**config.mk**
```make
export PLATFORM = sky130hd
export DESIGN_NAME = line_follower_pid_steering_flat
export DESIGN_NICKNAME = d
export VERILOG_FILES = /design/src/rtl/lfps_pkg.sv /design/src/rtl/lfps_in_if.sv /design/src/rtl/lfps_out_if.sv /design/src/rtl/line_follower_pid_steering.sv /design/src/flat_wrapper.sv
export SDC_FILE = /design/constraint.sdc
export NUM_CORES = 2
export LEC_CHECK = 0
export BUFFER_PORTS_ARGS = -buffer_cell sky130_fd_sc_hd__buf_4
export CAP_MARGIN = 0
export CELL_PAD_IN_SITES_DETAIL_PLACEMENT = 0
export CELL_PAD_IN_SITES_GLOBAL_PLACEMENT = 2
export CORE_ASPECT_RATIO = 2
export CORE_MARGIN = 3
export CORE_UTILIZATION = 43
export DETAILED_ROUTE_END_ITERATION = 16
export GPL_TIMING_DRIVEN = 0
export PLACE_DENSITY_LB_ADDON = 0.1
export SLEW_MARGIN = 30
export SYNTH_ARGS = -nofsm -noshare
export SYNTH_HDL_FRONTEND = slang
export SYNTH_SLANG_ARGS = --single-unit
```
**constraint.sdc**
```tcl
create_clock -name clk -period 22.8 [get_ports clk]
set_input_delay 4.56 -clock clk [delete_from_list [all_inputs] [get_ports clk]]
set_output_delay 4.56 -clock clk [all_outputs]
set_load 0.05 [all_outputs]
```
**src/rtl/lfps_pkg.sv**
```systemverilog
// Shared types, constants and helper functions of the line-follower steering block.
package lfps_pkg;

	// Field widths of the sensor and steering beats.
	localparam int PIN_W   = 8;
	localparam int SPEED_W = 8;
	localparam int EDGE_W  = 2;
	localparam int ERR_W   = 6;
	localparam int DIFF_W  = ERR_W + 1;

	// Gains are unsigned Q4.12.
	localparam int GAIN_W    = 16;
	localparam int FRAC_BITS = 12;

	// Configuration port geometry.
	localparam int APB_DATA_W = 32;
	localparam int REG_IDX_W  = 2;
	localparam int APB_ADDR_W = REG_IDX_W + 2;

	// Register indexes on the configuration port.
	typedef enum logic [REG_IDX_W-1:0] {
		REG_PROP  = 2'd0,
		REG_INTEG = 2'd1,
		REG_DERIV = 2'd2
	} reg_idx_t;

	// Gain values after reset (0.8, 0.01 and 0.3 in Q4.12).
	localparam logic [GAIN_W-1:0] PROP_GAIN_RST  = 16'd3277;
	localparam logic [GAIN_W-1:0] INTEG_GAIN_RST = 16'd41;
	localparam logic [GAIN_W-1:0] DERIV_GAIN_RST = 16'd1229;

	// Sticky edge flag codes.
	localparam logic signed [EDGE_W-1:0] EDGE_NONE = 2'sb00;
	localparam logic signed [EDGE_W-1:0] EDGE_FALL = 2'sb01;
	localparam logic signed [EDGE_W-1:0] EDGE_RISE = 2'sb11;

	// Motor speed limits.
	localparam logic signed [SPEED_W-1:0] SPEED_MAX = 8'sd100;
	localparam logic signed [SPEED_W-1:0] SPEED_MIN = -8'sd100;

	// Position weights of the outer to inner sensor pairs.
	localparam int NUM_PAIRS = PIN_W / 2;
	typedef logic [4:0] weight_t;
	localparam weight_t PAIR_WEIGHT [NUM_PAIRS] = '{5'd7, 5'd5, 5'd3, 5'd1};

	// Weighted position error: right-hand sensors count positive, left-hand negative.
	function automatic logic signed [ERR_W-1:0] position_of(input logic [PIN_W-1:0] s);
		logic [ERR_W-2:0] pos;
		logic [ERR_W-2:0] neg;
		pos = '0;
		neg = '0;
		for (int k = 0; k < NUM_PAIRS; k++) begin
			if (s[PIN_W-1-k]) begin
				pos = pos + PAIR_WEIGHT[k];
			end
			if (s[k]) begin
				neg = neg + PAIR_WEIGHT[k];
			end
		end
		return $signed({1'b0, pos}) - $signed({1'b0, neg});
	endfunction

endpackage

```
**src/rtl/lfps_in_if.sv**
```systemverilog
// Sensor channel: one beat carries the raw line pins and the base speed.
interface lfps_in_if;
	import lfps_pkg::*;

	logic                      valid;
	logic                      ready;
	logic [PIN_W-1:0]          raw_pins;
	logic signed [SPEED_W-1:0] base_speed;

	modport source (output valid, output raw_pins, output base_speed, input ready);
	modport sink   (input valid, input raw_pins, input base_speed, output ready);
endinterface

```
**src/rtl/lfps_out_if.sv**
```systemverilog
// Steering channel: one beat carries the motor speeds and the sensor status.
interface lfps_out_if;
	import lfps_pkg::*;

	logic                      valid;
	logic                      ready;
	logic signed [SPEED_W-1:0] left_speed;
	logic signed [SPEED_W-1:0] right_speed;
	logic signed [EDGE_W-1:0]  edge_mark;
	logic [PIN_W-1:0]          line_bits;
	logic signed [ERR_W-1:0]   position_error;

	modport source (
		output valid, output left_speed, output right_speed, output edge_mark,
		output line_bits, output position_error, input ready
	);
	modport sink (
		input valid, input left_speed, input right_speed, input edge_mark,
		input line_bits, input position_error, output ready
	);
endinterface

```
**src/rtl/line_follower_pid_steering.sv**
```systemverilog
// Line-follower PID steering controller, top level.
//
// Usage: every sensor beat (raw active-low pins, base speed) produces exactly one
// steering beat (left and right speed, edge flag, inverted pins, position error).
// The gains are written through the APB port at addresses 0x0, 0x4 and 0x8
// while no beat is in flight; pready is always high and reads return the gain.
//
// The accepted beat passes the operand, product and output registers before
// steer.valid rises. Throughput is one beat per cycle while the steering side
// does not stall: the controller state (previous pins, edge flag, integral and
// last error) is updated at the accepting edge, so the next beat sees it at once.
// The three stages are the operand register, the product register (three
// multipliers, the widest 17 x SUM_WIDTH bits) and the output register (sum,
// truncation toward zero and clamp).
//
// Each stage advances when it is empty or the stage behind it moves, so sensor
// beats are still taken while a finished steering beat waits, until all three
// stages are full. A stalled steering beat holds its value.
// Reset clears the state and the stage valid bits and restores the default gains.
module line_follower_pid_steering #(
	parameter int SUM_WIDTH = 24
) (
	input  logic                             clk,
	input  logic                             arst_n,
	lfps_in_if.sink                          sensor,
	lfps_out_if.source                       steer,
	input  logic                             psel,
	input  logic                             penable,
	input  logic                             pwrite,
	input  logic [lfps_pkg::APB_ADDR_W-1:0] paddr,
	input  logic [lfps_pkg::APB_DATA_W-1:0] pwdata,
	output logic [lfps_pkg::APB_DATA_W-1:0] prdata,
	output logic                             pready
);
	import lfps_pkg::*;

	localparam int P_W   = GAIN_W + 1 + ERR_W;
	localparam int I_W   = GAIN_W + 1 + SUM_WIDTH;
	localparam int D_W   = GAIN_W + 1 + DIFF_W;
	localparam int ACC_W = I_W + 3;
	localparam logic signed [SUM_WIDTH-1:0] SUM_MAX = {1'b0, {(SUM_WIDTH-1){1'b1}}};
	localparam logic signed [SUM_WIDTH-1:0] SUM_MIN = {1'b1, {(SUM_WIDTH-1){1'b0}}};
	localparam int TRUNC_BIAS = (2 ** FRAC_BITS) - 1;

	// Gain registers.
	logic [GAIN_W-1:0] prop_gain_q;
	logic [GAIN_W-1:0] integ_gain_q;
	logic [GAIN_W-1:0] deriv_gain_q;
	reg_idx_t          reg_idx;

	// Controller state.
	logic [PIN_W-1:0]            prev_states_q;
	logic signed [EDGE_W-1:0]    edge_state_q;
	logic signed [SUM_WIDTH-1:0] error_sum_q;
	logic signed [ERR_W-1:0]     prior_error_q;

	// Next-state values of the beat on the sensor channel.
	logic [PIN_W-1:0]            line_now;
	logic signed [EDGE_W-1:0]    edge_next;
	logic signed [ERR_W-1:0]     err_now;
	logic signed [SUM_WIDTH:0]   sum_wide;
	logic signed [SUM_WIDTH-1:0] sum_next;
	logic signed [DIFF_W-1:0]    diff_now;

	// Stage handshake.
	logic v_s1, v_s2, v_s3;
	logic rdy_s1, rdy_s2, rdy_s3;
	logic in_fire;

	// Stage 1 operands.
	logic signed [SPEED_W-1:0]   base_s1;
	logic [PIN_W-1:0]            bits_s1;
	logic signed [EDGE_W-1:0]    edge_s1;
	logic signed [ERR_W-1:0]     err_s1;
	logic signed [DIFF_W-1:0]    diff_s1;
	logic signed [SUM_WIDTH-1:0] sum_s1;

	// Stage 2 products.
	logic signed [GAIN_W:0]      kp_x, ki_x, kd_x;
	logic signed [P_W-1:0]       prod_p, prod_p_s2;
	logic signed [I_W-1:0]       prod_i, prod_i_s2;
	logic signed [D_W-1:0]       prod_d, prod_d_s2;
	logic signed [SPEED_W-1:0]   base_s2;
	logic [PIN_W-1:0]            bits_s2;
	logic signed [EDGE_W-1:0]    edge_s2;
	logic signed [ERR_W-1:0]     err_s2;

	// Stage 3 arithmetic and output register.
	logic signed [ACC_W-1:0]     base_x, corr, acc_l, acc_r, q_l, q_r;
	logic signed [SPEED_W-1:0]   left_c, right_c;
	logic signed [SPEED_W-1:0]   left_s3, right_s3;
	logic signed [EDGE_W-1:0]    edge_s3;
	logic [PIN_W-1:0]            bits_s3;
	logic signed [ERR_W-1:0]     err_s3;

	// Configuration writes and reads.
	assign pready  = 1'b1;
	assign reg_idx = reg_idx_t'(paddr[APB_ADDR_W-1:2]);

	always_ff @(posedge clk or negedge arst_n) begin
		if (!arst_n) begin
			prop_gain_q  <= PROP_GAIN_RST;
			integ_gain_q <= INTEG_GAIN_RST;
			deriv_gain_q <= DERIV_GAIN_RST;
		end else if (psel && penable && pwrite) begin
			case (reg_idx)
				REG_PROP:  prop_gain_q  <= pwdata[GAIN_W-1:0];
				REG_INTEG: integ_gain_q <= pwdata[GAIN_W-1:0];
				REG_DERIV: deriv_gain_q <= pwdata[GAIN_W-1:0];
				default: ;
			endcase
		end
	end

	always_comb begin
		case (reg_idx)
			REG_PROP:  prdata = APB_DATA_W'(prop_gain_q);
			REG_INTEG: prdata = APB_DATA_W'(integ_gain_q);
			REG_DERIV: prdata = APB_DATA_W'(deriv_gain_q);
			default:   prdata = '0;
		endcase
	end

	// Each stage moves when it is empty or the next one moves.
	assign rdy_s3       = !v_s3 || steer.ready;
	assign rdy_s2       = !v_s2 || rdy_s3;
	assign rdy_s1       = !v_s1 || rdy_s2;
	assign sensor.ready = rdy_s1;
	assign in_fire      = sensor.valid && rdy_s1;

	// Sensor states, edge flag (highest sensor with an edge wins) and error.
	always_comb begin
		line_now  = ~sensor.raw_pins;
		edge_next = edge_state_q;
		for (int i = 0; i < PIN_W; i++) begin
			if (prev_states_q[i] && !line_now[i]) begin
				edge_next = EDGE_FALL;
			end else if (!prev_states_q[i] && line_now[i]) begin
				edge_next = EDGE_RISE;
			end
		end
		err_now  = position_of(line_now);
		diff_now = DIFF_W'(err_now) - DIFF_W'(prior_error_q);
	end

	// Saturating integral.
	always_comb begin
		sum_wide = (SUM_WIDTH + 1)'(error_sum_q) + (SUM_WIDTH + 1)'(err_now);
		if (sum_wide[SUM_WIDTH] != sum_wide[SUM_WIDTH-1]) begin
			sum_next = sum_wide[SUM_WIDTH] ? SUM_MIN : SUM_MAX;
		end else begin
			sum_next = sum_wide[SUM_WIDTH-1:0];
		end
	end

	// Controller state advances with every accepted sensor beat.
	always_ff @(posedge clk or negedge arst_n) begin
		if (!arst_n) begin
			prev_states_q <= '0;
			edge_state_q  <= EDGE_NONE;
			error_sum_q   <= '0;
			prior_error_q <= '0;
		end else if (in_fire) begin
			prev_states_q <= line_now;
			edge_state_q  <= edge_next;
			error_sum_q   <= sum_next;
			prior_error_q <= err_now;
		end
	end

	// Stage valid bits.
	always_ff @(posedge clk or negedge arst_n) begin
		if (!arst_n) begin
			v_s1 <= 1'b0;
			v_s2 <= 1'b0;
			v_s3 <= 1'b0;
		end else begin
			if (rdy_s1) begin
				v_s1 <= sensor.valid;
			end
			if (rdy_s2) begin
				v_s2 <= v_s1;
			end
			if (rdy_s3) begin
				v_s3 <= v_s2;
			end
		end
	end

	// Stage 1: operand register.
	always_ff @(posedge clk) begin
		if (in_fire) begin
			base_s1 <= sensor.base_speed;
			bits_s1 <= line_now;
			edge_s1 <= edge_next;
			err_s1  <= err_now;
			diff_s1 <= diff_now;
			sum_s1  <= sum_next;
		end
	end

	// Stage 2: the three PID products.
	assign kp_x   = $signed({1'b0, prop_gain_q});
	assign ki_x   = $signed({1'b0, integ_gain_q});
	assign kd_x   = $signed({1'b0, deriv_gain_q});
	assign prod_p = kp_x * err_s1;
	assign prod_i = ki_x * sum_s1;
	assign prod_d = kd_x * diff_s1;

	always_ff @(posedge clk) begin
		if (v_s1 && rdy_s2) begin
			prod_p_s2 <= prod_p;
			prod_i_s2 <= prod_i;
			prod_d_s2 <= prod_d;
			base_s2   <= base_s1;
			bits_s2   <= bits_s1;
			edge_s2   <= edge_s1;
			err_s2    <= err_s1;
		end
	end

	// Stage 3: base plus or minus correction, truncated toward zero and clamped.
	always_comb begin
		base_x = ACC_W'($signed({base_s2, {FRAC_BITS{1'b0}}}));
		corr   = ACC_W'(prod_p_s2) + ACC_W'(prod_i_s2) + ACC_W'(prod_d_s2);
		acc_l  = base_x + corr;
		acc_r  = base_x - corr;
		q_l    = (acc_l + (acc_l[ACC_W-1] ? ACC_W'(TRUNC_BIAS) : ACC_W'(0))) >>> FRAC_BITS;
		q_r    = (acc_r + (acc_r[ACC_W-1] ? ACC_W'(TRUNC_BIAS) : ACC_W'(0))) >>> FRAC_BITS;
		if (q_l > ACC_W'(SPEED_MAX)) begin
			left_c = SPEED_MAX;
		end else if (q_l < ACC_W'(SPEED_MIN)) begin
			left_c = SPEED_MIN;
		end else begin
			left_c = q_l[SPEED_W-1:0];
		end
		if (q_r > ACC_W'(SPEED_MAX)) begin
			right_c = SPEED_MAX;
		end else if (q_r < ACC_W'(SPEED_MIN)) begin
			right_c = SPEED_MIN;
		end else begin
			right_c = q_r[SPEED_W-1:0];
		end
	end

	always_ff @(posedge clk) begin
		if (v_s2 && rdy_s3) begin
			left_s3  <= left_c;
			right_s3 <= right_c;
			edge_s3  <= edge_s2;
			bits_s3  <= bits_s2;
			err_s3   <= err_s2;
		end
	end

	// Steering channel.
	assign steer.valid          = v_s3;
	assign steer.left_speed     = left_s3;
	assign steer.right_speed    = right_s3;
	assign steer.edge_mark      = edge_s3;
	assign steer.line_bits      = bits_s3;
	assign steer.position_error = err_s3;

endmodule

```
**src/flat_wrapper.sv**
```systemverilog
// flat-port wrapper written by rule: the top's interface ports become plain ports
module line_follower_pid_steering_flat import lfps_pkg::*;
#(
	parameter int SUM_WIDTH = 24
)
  (clk, arst_n, psel, penable, pwrite, paddr, pwdata, prdata, pready, sensor_valid, sensor_raw_pins, sensor_base_speed, sensor_ready, steer_valid, steer_left_speed, steer_right_speed, steer_edge_mark, steer_line_bits, steer_position_error, steer_ready);
  lfps_in_if sensor_i ();
  lfps_out_if steer_i ();
  input  logic clk;
  input  logic arst_n;
  input  logic psel;
  input  logic penable;
  input  logic pwrite;
  input  logic [lfps_pkg::APB_ADDR_W-1:0] paddr;
  input  logic [lfps_pkg::APB_DATA_W-1:0] pwdata;
  output logic [lfps_pkg::APB_DATA_W-1:0] prdata;
  output logic pready;
  input wire logic [$bits(sensor_i.valid)-1:0] sensor_valid;
  input wire logic [$bits(sensor_i.raw_pins)-1:0] sensor_raw_pins;
  input wire logic [$bits(sensor_i.base_speed)-1:0] sensor_base_speed;
  output wire logic [$bits(sensor_i.ready)-1:0] sensor_ready;
  output wire logic [$bits(steer_i.valid)-1:0] steer_valid;
  output wire logic [$bits(steer_i.left_speed)-1:0] steer_left_speed;
  output wire logic [$bits(steer_i.right_speed)-1:0] steer_right_speed;
  output wire logic [$bits(steer_i.edge_mark)-1:0] steer_edge_mark;
  output wire logic [$bits(steer_i.line_bits)-1:0] steer_line_bits;
  output wire logic [$bits(steer_i.position_error)-1:0] steer_position_error;
  input wire logic [$bits(steer_i.ready)-1:0] steer_ready;
  assign sensor_i.valid = sensor_valid;
  assign sensor_i.raw_pins = sensor_raw_pins;
  assign sensor_i.base_speed = sensor_base_speed;
  assign sensor_ready = sensor_i.ready;
  assign steer_valid = steer_i.valid;
  assign steer_left_speed = steer_i.left_speed;
  assign steer_right_speed = steer_i.right_speed;
  assign steer_edge_mark = steer_i.edge_mark;
  assign steer_line_bits = steer_i.line_bits;
  assign steer_position_error = steer_i.position_error;
  assign steer_i.ready = steer_ready;
  line_follower_pid_steering #(.SUM_WIDTH(SUM_WIDTH)) u_core (.clk(clk), .arst_n(arst_n), .sensor(sensor_i), .steer(steer_i), .psel(psel), .penable(penable), .pwrite(pwrite), .paddr(paddr), .pwdata(pwdata), .prdata(prdata), .pready(pready));
endmodule
```
After elaboration in Yosys (flattened, before gate mapping):

Cells that the tools add are included.

* muxes and demuxes: 31
* bitwise operators: 1
* reductions and logical operators: 49
* equal/unequal tests: 3
* $add $sub $neg: 15
* multiply operators: 3
* $lt $le $gt $ge: 4

Operators by type and width (count)
* $add A44 B13 Y44: 2
* $gt A32 B8 Y1 const B: 2
* $lt A32 B8 Y1 const B: 2
* $mux W24: 2
* $pmux W16 S3: 1
* $add A20 B44 Y44: 1
* $sub A20 B44 Y44: 1
* $add A42 B24 Y43: 1
* $add A23 B41 Y42: 1
* $mul A17 B24 Y41: 1
* $mux W2: 16
* $mux W5: 6
* $add A24 B6 Y25: 1
* $mul A17 B7 Y24: 1
* $mux W12: 2
* $mul A17 B6 Y23: 1
* $logic_and A1 B1 Y1: 21
* $logic_not A1 Y1: 19
* $mux W8: 2
* $add A5 B1 Y5 const B: 2
* $add A5 B2 Y5 const B: 2
* $add A3 B3 Y4 const B: 2
* $not A8 Y8: 1
* $sub A6 B6 Y7: 1
* 9 further kinds: 15

* logic and storage cells: 136
* output and inout bits: 67
* input bits: 59
* flip-flop bits (word level): 290

Longest topological paths before layout:

* depth after elaboration: 18
* gate-level depth with buffers: 44
* gate-level depth less buffers: 42

Least setup slack after synthesis:

No wires, ideal clock.

* path type: input-to-reg
* from: input sensor_raw_pins[6]
* to: register u_core.sum_s1[10] (data pin)
* setup time: 0.266 ns
* slack: 11.520 ns
* required time: 22.534 ns
* path buffers: 2
* stages: 24
* data arrival time: 11.014 ns
* cell sequence: inv_1 > ha_1 > xor2_1 > inv_1 > ha_1 > mux2_2 > ha_1 > a21o_1 > a21o_1 > a21o_1 > a21oi_1 > ha_1 > and3_1 > a211o_1 > a41oi_1 > o21ai_0 > or4b_2 > a31o_2 > a21oi_1 > xnor2_1 > nor2_1 > clkbuf_1 > clkbuf_1 > nor2_1

* cells in the longest elaborated chain, start to end: 10
* elaborated cells on any way between the ends: 11
* those cells by class: 4 x add/sub; 1 x eq/ne; 5 x mux; 1 x bitwise

Ends and longest elaborated chain
* from (decl): RTL line flat_wrapper.sv:19 `input wire logic [$bits(sensor_i.raw_pins)-1:0] sensor_raw_pins;`
* $not A8 Y8 *: RTL line line_follower_pid_steering.sv:133 `line_now = ~sensor.raw_pins;`
* $mux W5 *: RTL line lfps_pkg.sv:53 `if (s[PIN_W-1-k]) begin`
* $add A5 B2 Y5: RTL line lfps_pkg.sv:54 `pos = pos + PAIR_WEIGHT[k];`
* $mux W5 *: RTL line lfps_pkg.sv:53
* $add A5 B1 Y5: RTL line lfps_pkg.sv:54
* $mux W5 *: RTL line lfps_pkg.sv:53
* $sub A5 B5 Y6 *: RTL line lfps_pkg.sv:60 `return $signed({1'b0, pos}) - $signed({1'b0, neg});`
* via u_core.err_now[5]: RTL line line_follower_pid_steering.sv:60 `logic signed [ERR_W-1:0] err_now;`
* $add A24 B6 Y25 *: RTL line line_follower_pid_steering.sv:148 `sum_wide = (SUM_WIDTH + 1)'(error_sum_q) + (SUM_WIDTH + 1)'(err_now);`
* $mux W24 / $ne A1 B1 Y1 (equally long branches): RTL line line_follower_pid_steering.sv:150, line_follower_pid_steering.sv:149
* $mux W24 *: RTL line line_follower_pid_steering.sv:149 `if (sum_wide[SUM_WIDTH] != sum_wide[SUM_WIDTH-1]) begin`
* via u_core.sum_next[10]: RTL line line_follower_pid_steering.sv:62 `logic signed [SUM_WIDTH-1:0] sum_next;`
* to (signal assigned): RTL line line_follower_pid_steering.sv:198 `sum_s1 <= sum_next;`
* to (decl): RTL line line_follower_pid_steering.sv:76 `logic signed [SUM_WIDTH-1:0] sum_s1;`

The timed path passes the listed nets; every way through them passes the cells marked *.
A chain may end at the register's enable or synchronous reset.

Worst setup path in the final report:

* from: register u_core.prod_i_s2[1]
* to: register u_core.left_s3[2], in the netlist u_core.steer.left_speed[2] (data pin)

* cells in the longest elaborated chain, start to end: 7
* elaborated cells on any way between the ends: 8
* those cells by class: 4 x add/sub; 2 x order compare; 1 x mux; 1 x reduce/logical

Ends and longest elaborated chain
* from (decl): RTL line line_follower_pid_steering.sv:81 `logic signed [I_W-1:0] prod_i, prod_i_s2;`
* from (signal assigned): RTL line line_follower_pid_steering.sv:213 `prod_i_s2 <= prod_i;`
* $add A23 B41 Y42 *: RTL line line_follower_pid_steering.sv:225 `corr = ACC_W'(prod_p_s2) + ACC_W'(prod_i_s2) + ACC_W'(prod_d_s2);`
* $add A42 B24 Y43 *: RTL line line_follower_pid_steering.sv:225
* $add A20 B44 Y44 *: RTL line line_follower_pid_steering.sv:226 `acc_l = base_x + corr;`
* $mux W12: RTL line line_follower_pid_steering.sv:228 `q_l = (acc_l + (acc_l[ACC_W-1] ? ACC_W'(TRUNC_BIAS) : ACC_W'(0))) >>> FRAC_BITS;`
* $add A44 B13 Y44 *: RTL line line_follower_pid_steering.sv:228
* $lt A32 B8 Y1 / $gt A32 B8 Y1 (equally long branches): RTL line line_follower_pid_steering.sv:232, line_follower_pid_steering.sv:230
* $reduce_or A2 Y1 (no source line)
* to (signal assigned): RTL line line_follower_pid_steering.sv:248 `left_s3 <= left_c;`
* to (decl): RTL line line_follower_pid_steering.sv:91 `logic signed [SPEED_W-1:0] left_s3, right_s3;`

Mark *: on every way between the ends. The rest lies on a longest branch, timed or not.

==> results.py <==
metrics = {
    "setup_path": {
        "worstSetupEndpointType": "flip-flop",
        "rr_startpoint": "u_core.prod_i_s2[1]",
        "cp-startpoint": "u_core.prod_i_s2[1]",
        "critical_path_class": "flip-flop to flip-flop",
        "slowest_stage": "a211oi_2",
        "worstPathMaxFanout": 12,
        "crit_path_start_kind": "flip-flop",
        "crit_path_end": "u_core.steer.left_speed[2]",
        "cp_common_cell": "a21o_1",
        "cp.arrival_ns": 14.24,
        "reg2reg_depth": 43,
        "worstPathRequired_ns": 23.16,
        "r2r_slack_ns": 8.93,
        "critPathMaxStageDelay_ns": 0.71,
        "r2r-end": "u_core.steer.left_speed[2]",
    },
    "sta": {
        "period_minus_slack_ns": 13.87,
        "rsz0062_at_grt": "false",
        "max_freq_mhz": 72.1,
        "setup_viol": 0,
        "slew_headroom_pct": 32.2,
        "slew_viol_final": 0,
        "hold_viol": 0,
        "tns_ns": 0,
        "min_period_over_period_pct": 60.9,
        "worst_slew_pin_slew_ns": 1.02,
        "skew_ns": 0.0419,
    },
    "synth": {
        "synthesis.instances": 4365,
        "synth_seq_cells": 290,
        "synth_area_um2": 41300,
        "ys_warn_count": 0,
        "synth_edf_count": 199,
        "async_reset_ff_share_pct": 31.4,
        "avgSynthCellArea_um2": 9.46,
        "synth_cell_types": 105,
        "synthFlopType": "edfxtp_1",
        "ys_seq_area_share_pct": 20.0,
    },
    "cells_and_area": {
        "fin_cells": 5750,
        "layout_commonest_cell": "inv_1",
        "utilization_pct": 47.2,
        "nNetsFinal": 5503,
        "drive_gt1_share_pct": 6.97,
        "final_cell_mix": "inv_1 (683), fa_1 (550), nand2_1 (486)",
        "area_growth_pct": 8.57,
    },
    "cts": {
        "cts_tree": "built",
        "cts_hold_buf": 0,
        "clock-root-buffer": "clkbuf_16",
        "cts_sinks": 290,
        "clk_latency_ns": 0.66,
        "cts-resized-gates": 0,
        "post_cts_buffers": 0,
        "clk_path_buf_depth": 3,
        "clk_pin_slew_ns": 0.06,
        "cts_made_buffers": 30,
        "htreeDepth": 1,
    },
    "route": {
        "antenna_left": 0,
        "via_count": 30915,
        "drt_drc_violations_left": 0,
        "detail_route.vias_per_cell": 5.38,
        "drtIter0Drc": 1338,
        "dr.pass1.iters": 7,
        "routedWlPerCell_um": 21.7,
        "drt_wl_total_um": 125000,
    },
    "global_route": {
        "antenna_found_initial": 2,
        "overflow": 0,
        "grt_pass1_vias": 34076,
        "grt_pass1_wl_um": 194000,
        "track_usage_pct": 25.5,
        "grt_max_degree": 92,
    },
    "floorplan": {
        "boundaryPins": 126,
        "core_um2": 95100,
        "die_w_um": 225,
        "start_util_pct": 43.4,
        "die_y_um": 444,
        "die_area_um2": 100000,
        "core.rowCount": 160,
    },
    "min_path": {
        "hp-class": "flip-flop to flip-flop",
    },
    "status": {
        "status": "finished, final reports clean",
    },
    "place": {
        "io_buffers": 87,
        "placed_cells": 5693,
        "gp_congestion": 0.875,
        "hpwl_um": 106000,
    },
    "flow_run": {
        "maxCapViolCount": 0,
    },
}
==> registers in the layout, summed over array words and instances (netlist names), 16 cells and up <==
| name | flops |
|---|---|
| u_core.prop_gain_q | 16 |
| u_core.error_sum_q | 24 |
| u_core.integ_gain_q | 16 |
| u_core.prod_i_s2 | 41 |
| u_core.deriv_gain_q | 16 |
| u_core.prod_p_s2 | 23 |
| u_core.sum_s1 | 24 |
| u_core.prod_d_s2 | 24 |
==> how the worst min path moves through the flow <==
stage,start,to,slack (ns),cells after the start
after floorplan,u_core.base_s1[0],u_core.base_s2[0],0.40,0
after global placement,u_core.err_s2[0],u_core.steer.position_error[0],0.40,0
after detailed placement,u_core.bits_s2[5],u_core.steer.line_bits[5],0.40,0
after CTS,u_core.bits_s2[1],u_core.steer.line_bits[1],0.42,0
after global routing,u_core.bits_s2[4],u_core.steer.line_bits[4],0.43,0
final,u_core.bits_s2[4],u_core.steer.line_bits[4],0.42,0
==> worst max-delay path, delay by kind of cell, from the launching register on <==
kind	cells	cell delay, ns
muxes	2	0.77
xor gates and xnor gates	1	0.16
DFF	1	0.44
buffers and inverters	3	0.91
and+or+nand+nor	12	3.62
AOI/OAI and AO/OA	20	5.89
adders and majority gates	5	1.75
==> Yosys cell counts (21+ instances only) <==
cell type	n	share of area [%]
nand4_1	25	0.38
or3_1	27	0.41
nor3_1	73	0.88
and3_1	25	0.38
xnor2_1	158	3.4
o211ai_1	22	0.40
nor4_1	24	0.36
o21ai_0	119	1.4
clkbuf_1	136	1.2
nand2_1	486	4.4
nor2_1	175	1.6
and2_1	273	4.1
ha_1	384	12
a21o_1	65	1.2
dfrtp_1	75	4.5
inv_1	683	6.2
mux2i_1	25	0.61
edfxtp_1	199	14
mux2_2	62	1.7
nor2b_1	23	0.35
nand3_1	67	0.81
a21oi_1	182	2.2
nand2b_1	51	0.77
o21bai_1	50	0.91
xor2_1	66	1.4
or2_2	21	0.32
a31oi_1	22	0.33
fa_1	550	27
==> area by class of cell <==
cell class / count / area (um2)
antenna: 1 / 2.50
buffer: 160 / 672
clock buffer: 37 / 828
clock inverter: 19 / 228
fill: 9339 / 50300
inverter: 683 / 2560
multi-input combinational: 3247 / 29900
sequential: 290 / 8270
tap: 1215 / 1520
timing repair buffer: 98 / 831
==> layer usage <==
| layer | part of all wire, % | GRT usage (%) | up-vias | routed length (um) |
|---|---|---|---|---|
| li1 | - | - | 14593 | - |
| met1 | 34 | 25.2 | 15583 | 42900 |
| met2 | 57 | 52.1 | 504 | 71700 |
| met3 | 2.2 | 1.79 | 235 | 2750 |
| met4 | 6.0 | 12.4 | 0 | 7530 |
| met5 | 0 | 0 | - | 0 |
==> stage by stage <==
stage | setup WS [ns] | hold WS (ns) | area, um2
floorplan | 11.52 | 0.400 | 41400
global placement | 8.29 | 0.402 | 43500
detailed placement | 8.70 | 0.405 | 43800
CTS | 8.63 | 0.419 | 44800
global route | 8.24 | 0.427 | 44800
finish | 8.93 | 0.421 | 44800
==> logic make-up (layout without fill, tap and decap cells) <==
kind of cell | Yosys count | after routing | share of synthesized area, %
DFF | 290 | 290 | 20.0
buffers and inverters | 843 | 997 | 7.82
AOI/OAI and AO/OA | 656 | 656 | 10.6
xor gates and xnor gates | 225 | 225 | 4.81
and+or+nand+nor | 1321 | 1321 | 15.9
adders and majority gates | 941 | 941 | 38.5
other | 2 | 18 | 0.0182
muxes | 87 | 87 | 2.30
Power is left out: the tool's default activity adds up to more than one toggle a clock period on the data nets, which glitch-free logic cannot reach.
